### src/rtl/ptbl_pkg.sv
// Shared types and constants for the two-level page table engine.
// No dependencies; imported by every other file of the block but ptbl_if.
`default_nettype none

package ptbl_pkg;

  // Pool of on-chip page tables and their geometry
  localparam int NUM_TABLES = 16;
  localparam int IDX_W      = 10;
  localparam int ENTRIES    = 1 << IDX_W;
  localparam int TBL_W      = (NUM_TABLES > 1) ? $clog2(NUM_TABLES) : 1;
  localparam int CNT_W      = $clog2(NUM_TABLES + 1);
  localparam int TBL_AW     = TBL_W + IDX_W;
  localparam int TBL_DEPTH  = NUM_TABLES * ENTRIES;

  // Page table entry flag bits
  localparam logic [11:0] PTE_PRESENT  = 12'h001;
  localparam logic [11:0] PTE_WRITABLE = 12'h002;

  typedef enum logic [1:0] {
    OP_MAP   = 2'd0,
    OP_UNMAP = 2'd1,
    OP_XLATE = 2'd2
  } op_e;

  typedef enum logic [1:0] {
    ST_DONE      = 2'd0,
    ST_NO_TABLE  = 2'd1,
    ST_NOT_FOUND = 2'd2
  } status_e;

  typedef enum logic [2:0] {
    S_INIT,
    S_IDLE,
    S_DECIDE,
    S_CLEAR,
    S_WRITE,
    S_CHECK
  } state_e;

  typedef struct packed {
    logic             present;
    logic [TBL_W-1:0] tbl;
  } dir_ent_t;

  // Controller to datapath
  typedef struct packed {
    logic    capture;
    logic    init_wr;
    logic    clear_wr;
    logic    claim;
    logic    tbl_wr;
    logic    use_cur;
    logic    tbl_rd;
    logic    load_res;
    status_e res_status;
    logic    res_flush;
    logic    res_phys;
  } ptbl_cmd_t;

  // Datapath to controller
  typedef struct packed {
    op_e  op;
    logic dir_present;
    logic pool_full;
    logic ent_present;
    logic sweep_last;
    logic out_free;
  } ptbl_sts_t;

endpackage

`default_nettype wire

### src/rtl/ptbl_ctrl.sv
// Controller state machine: init sweep, request sequencing, table claim.
// Depends on ptbl_pkg; commands ptbl_dp.
`default_nettype none

module ptbl_ctrl
  import ptbl_pkg::*;
(
  input  wire logic      clk_i,
  input  wire logic      rst_ni,
  input  wire logic      req_valid_i,
  output      logic      req_ready_o,
  input  wire ptbl_sts_t sts_i,
  output      ptbl_cmd_t cmd_o
);

  state_e state_q, state_d;

  // State register
  always_ff @(posedge clk_i or negedge rst_ni) begin
    if (!rst_ni) begin
      state_q <= S_INIT;
    end else begin
      state_q <= state_d;
    end
  end

  // Next state and commands
  always_comb begin
    state_d          = state_q;
    req_ready_o      = 1'b0;
    cmd_o            = '0;
    cmd_o.res_status = ST_DONE;
    case (state_q)
      S_INIT: begin
        cmd_o.init_wr = 1'b1;
        if (sts_i.sweep_last) begin
          state_d = S_IDLE;
        end
      end
      S_IDLE: begin
        req_ready_o   = 1'b1;
        cmd_o.capture = req_valid_i;
        if (req_valid_i) begin
          state_d = S_DECIDE;
        end
      end
      S_DECIDE: begin
        if (sts_i.out_free) begin
          state_d = S_IDLE;
          case (sts_i.op)
            OP_MAP: begin
              if (sts_i.dir_present) begin
                cmd_o.tbl_wr    = 1'b1;
                cmd_o.load_res  = 1'b1;
                cmd_o.res_flush = 1'b1;
              end else if (sts_i.pool_full) begin
                cmd_o.load_res   = 1'b1;
                cmd_o.res_status = ST_NO_TABLE;
              end else begin
                cmd_o.claim = 1'b1;
                state_d     = S_CLEAR;
              end
            end
            OP_UNMAP: begin
              cmd_o.load_res = 1'b1;
              if (sts_i.dir_present) begin
                cmd_o.tbl_wr    = 1'b1;
                cmd_o.res_flush = 1'b1;
              end else begin
                cmd_o.res_status = ST_NOT_FOUND;
              end
            end
            OP_XLATE: begin
              if (sts_i.dir_present) begin
                cmd_o.tbl_rd = 1'b1;
                state_d      = S_CHECK;
              end else begin
                cmd_o.load_res   = 1'b1;
                cmd_o.res_status = ST_NOT_FOUND;
              end
            end
            default: begin
              cmd_o.load_res = 1'b1;
            end
          endcase
        end
      end
      S_CLEAR: begin
        cmd_o.clear_wr = 1'b1;
        if (sts_i.sweep_last) begin
          state_d = S_WRITE;
        end
      end
      S_WRITE: begin
        if (sts_i.out_free) begin
          cmd_o.tbl_wr    = 1'b1;
          cmd_o.use_cur   = 1'b1;
          cmd_o.load_res  = 1'b1;
          cmd_o.res_flush = 1'b1;
          state_d         = S_IDLE;
        end
      end
      S_CHECK: begin
        if (sts_i.out_free) begin
          cmd_o.load_res   = 1'b1;
          cmd_o.res_phys   = sts_i.ent_present;
          cmd_o.res_status = sts_i.ent_present ? ST_DONE : ST_NOT_FOUND;
          state_d          = S_IDLE;
        end
      end
      default: begin
        state_d = S_IDLE;
      end
    endcase
  end

  a_clear_to_write: assert property (@(posedge clk_i) disable iff (!rst_ni)
    (state_q == S_CLEAR) && sts_i.sweep_last |=> (state_q == S_WRITE))
    else $error("table clear did not end in the entry write");

  a_capture_decide: assert property (@(posedge clk_i) disable iff (!rst_ni)
    cmd_o.capture |=> (state_q == S_DECIDE))
    else $error("captured item not decoded next cycle");

  a_ready_idle: assert property (@(posedge clk_i) disable iff (!rst_ni)
    req_ready_o |-> (state_q == S_IDLE))
    else $error("request taken outside idle");

endmodule

`default_nettype wire
### config.mk
export PLATFORM = sky130hd
export DESIGN_NAME = ptbl_ctrl
export DESIGN_NICKNAME = d
export VERILOG_FILES = /design/src/rtl/ptbl_pkg.sv /design/src/rtl/ptbl_ctrl.sv
export SDC_FILE = /design/constraint.sdc
export NUM_CORES = 1
export LEC_CHECK = 0
export ABC_AREA = 1
export BUFFER_PORTS_ARGS = -buffer_cell sky130_fd_sc_hd__buf_2
export CORE_AREA = 5 5 42 44
export CTS_CLUSTER_DIAMETER = 150
export DETAILED_ROUTE_END_ITERATION = 8
export DIE_AREA = 0 0 47 49
export GPL_ROUTABILITY_DRIVEN = 0
export PLACE_DENSITY_LB_ADDON = 0.15
export RECOVER_POWER = 25
export SLEW_MARGIN = 30
export SYNTH_ARGS = -nofsm -noshare
export SYNTH_HDL_FRONTEND = slang
export SYNTH_SLANG_ARGS = --single-unit
### constraint.sdc
create_clock -name clk_i -period 1.7 [get_ports clk_i]
set_input_delay 0.085 -clock clk_i [delete_from_list [all_inputs] [get_ports clk_i]]
set_output_delay 0.085 -clock clk_i [all_outputs]
set_load 0.02 [all_outputs]
======== After elaboration in Yosys (flattened, before gate mapping) ========
Cells that the tools add are included.
word-level totals
  register bits ........................... 3
  bits in latches ......................... 0
  RAM bits ................................ 0
  ROM bits ................................ 0
  input port bits ......................... 10
  output and inout bits ................... 13
  logic and storage cells ................. 60
  memories ................................ 0
cells by class
  $add $sub $neg .......................... 0
  $mul .................................... 0
  div/mod/pow operators ................... 0
  $lt $le $gt $ge ......................... 0
  equality and inequality tests ........... 12
  shift operators ......................... 0
  mux-type cells .......................... 42
  bitwise gates (word level) .............. 0
  reductions and logical operators ........ 5
operator list
  kind                  count
  $mux W3               9
  $mux W1               17
  $pmux W3 S5           1
  $mux W2               7
  $ne A2 B2 Y1 const B  4
  $eq A3 B2 Y1 const B  2
  $eq A3 B3 Y1 const B  2
  $pmux W1 S2           3
  $pmux W2 S3           1
  $pmux W3 S2           1
  $mux W5               1
  $reduce_and A5 Y1     1
  $pmux W2 S2           1
  $reduce_or A2 Y1      2
  $eq A3 B1 Y1 const B  1
  $logic_not A3 Y1      1
  $pmux W1 S3           1
  $eq A2 B1 Y1 const B  1
  $eq A2 B2 Y1 const B  1
  $logic_not A2 Y1      1
  $ne A2 B1 Y1 const B  1

======== Depth between registers and ports, before layout ========
  depth in word-level cells ............... 5
  depth in mapped cells ................... 8
  mapped depth without buffers ............ 8

======== Worst setup path after synthesis ========
OpenSTA, ideal clock, no wires.
  path kind ............................... register -> output
  from .................................... reg state_q[1]
  to ...................................... out cmd_o[7] (netlist name)
  data arrival time ....................... 1.424 ns
  data required time ...................... 1.615 ns
  slack ................................... 0.191 ns
  cell stages (with the launch flop) ...... 6
  buffers on the path ..................... 1
  cell sequence ........................... dfrtp_1 inv_2 nand2_2 nor3_2 o21bai_1 buf_4
RTL lines
  item                    line             RTL
  from (decl)             ptbl_ctrl.sv:16  state_e state_q, state_d;
  from (signal assigned)  ptbl_ctrl.sv:23  state_q <= state_d;
  to (decl)               ptbl_ctrl.sv:13  output ptbl_cmd_t cmd_o

==> reports/qor.yml <==
final_layout:
  largest_reg_flops: 3
  fillers: 166
  layout-drive-gt1-share_pct: 39.4
  layout_top_registers: "state_q (3)"
  final_cells: 120
  most-common-layout-cells: "nand2_1 (21), buf_2 (21), inv_1 (11)"
  antenna_cells: 0
  nets: 119
  syn_to_final_growth_pct: 30.0
  largest_register: "state_q"
  fin_area_um2: 623
synthesis:
  synth_cell_type_count: 18
  syn_avg_cell_area_um2: 6.07
  yosysSeqAreaShare_pct: 15.7
  synth.ff_latch_count: 3
  netlist_instances: 79
  synthesis.nets: 93
  syn-cell-area_um2: 479
  ys_warn_count: 0
job:
  cap_violations: 0
timing:
  period_minus_slack_ns: 1.48
  clock_skew_ns: 0.00338
  finalSetupViolations: 0
  fin_setup_tns_ns: 0
  fmax_ghz: 0.676
  worst_pin_slew_ns: 0.327
  grt_setup_unrepaired: "false"
  maxSlewHeadroom_pct: 78.2
  drv_slew: 0
  hold_viol_final: 0
  finalCritPeriodShare_pct: 87.1
placed_design:
  dp_hpwl_um: 975
  port_buffers: 22
  dpl_cell_area_um2: 591
  place_inst: 115
grt:
  grtUsageTotal_pct: 9.94
  gr-total-overflow: 0
  grt_pass1_wl_mm: 1.78
  grt_max_degree: 10
  grt_pass1_vias: 474
  antenna_found_initial: 0
power_and_ir_drop:
  power.density_nw_per_um2: 1230
  p_leak_nw: 0.404
  irDropWorstVdd_uv: 397
clock_tree:
  cts-root-buf: "clkbuf_4"
  clock_path_buffers: 2
  cts_tree: "done"
  insertion_delay_ns: 0.23
  clk_pin_slew_ns: 0.04
  clock_sinks: 3
  numCtsBuffers: 3
  ctsResizeCount: 0
  htreeDepth: 1
worst_setup_path:
  critPathRequiredTime_ns: 1.62
  setup.worst_path.start_class: "flop"
  arrival_ns: 1.40
  worstSetupEndpointType: "output pin"
  path_max_fanout: 9
  crit_type: "reg2out"
  rr_worst_depth: 7
routing:
  post-route-drc-count: 0
  vias_per_cell: 4.48
  antenna_left: 0
  num_vias: 537
  drt_iter0_drc: 9
  wl_per_cell_um: 9.17
  first_pass_iters: 2
  wirelength_mm: 1.10
min_path:
  hp-class: "in2async"
floorplan:
  dieArea_um2: 2300
  start_util_pct: 34.2
  die-height_um: 49
  coreArea_um2: 1400
  die_x_um: 47
  pin_count: 23
  rows: 14
status:
  outcome: "finished, final reports clean"
-- Yosys cell counts (all sizes together) --
library cell / instances / area (µm²)
buf: 2 / 18.8
nand2: 24 / 103
dfrtp: 3 / 75.1
nand3: 11 / 70.1
o21ai: 4 / 20.0
nor2: 9 / 41.3
o21bai: 1 / 7.51
ha: 4 / 50.1
inv: 18 / 67.6
nor3: 2 / 20.0
o22ai: 1 / 6.26
-- power by group --
part	internal, mW	switching, mW	total, mW
clock	0.0878	0.0338	0.122
combinational	0.170	0.317	0.487
sequential	0.101	0.0586	0.160
total	0.359	0.410	0.769
-- worst max-delay path, stage by stage (launching register included) --
cell and delay (ns):
dfrtp_1 0.48, inv_2 0.09, nand3_2 0.10, inv_2 0.09
nand2_1 0.06, o21bai_1 0.15, buf_2 0.19
-- path summary, 6_finish.rpt --
path,start,end,slack (ns)
setup / recovery,state_q[0],cmd_o[1],0.22
hold / removal,rst_ni,state_q[0],0.20
setup reg to reg,state_q[0],state_q[1],0.51
hold reg to reg,state_q[1],state_q[1],0.61
max in group asynchronous,rst_ni,state_q[1],1.35
min in group clk_i,sts_i[0],state_q[2],0.23
-- cell families after synthesis --
group / after synthesis / share of synthesized area [%]
AO/OA/AOI/OAI: 6 / 7.05
flip-flops: 3 / 15.7
buffers and inverters: 20 / 18.0
AND/OR/NAND/NOR: 46 / 48.8
adder cells (fa/ha/maj): 4 / 10.4
-- cell type report --
cell class                      count  area [µm²]  share of cell area (%)
Inverter                           18        67.6                    10.8
Clock buffer                        4        26.3                    4.22
Sequential cell                     3        75.1                    12.0
Multi-Input combinational cell     56         315                    50.6
Tap cell                           16        20.0                    3.21
Timing Repair Buffer               23         119                    19.1
-- routing by layer --
metal  vias up  GRT usage (%)  routed length, µm
met3         0          0.369                 78
met5         -              0                  0
met2        14           16.7                551
met4         0           4.15                  0
li1        289              -                  -
met1       234           12.6                470
-- metrics by stage --
stage               util (%)  hold WS [ns]  worst slack [ns]  total power, mW
floorplan                  -        -0.211             0.191            0.556
global placement        42.1        -0.119             0.480            0.659
detailed placement      42.1        -0.117             0.455            0.657
CTS                     44.7         0.180             0.207            0.788
global route            44.5         0.200            0.0642            0.865
finish                  44.5         0.196             0.220            0.769
-- what timing repair did --
action                    4_1_cts  5_1_grt
buffers inserted                0        0
hold endpoints to repair        3        0
hold buffers                    1        0
(Power assumes the default switching activity.)
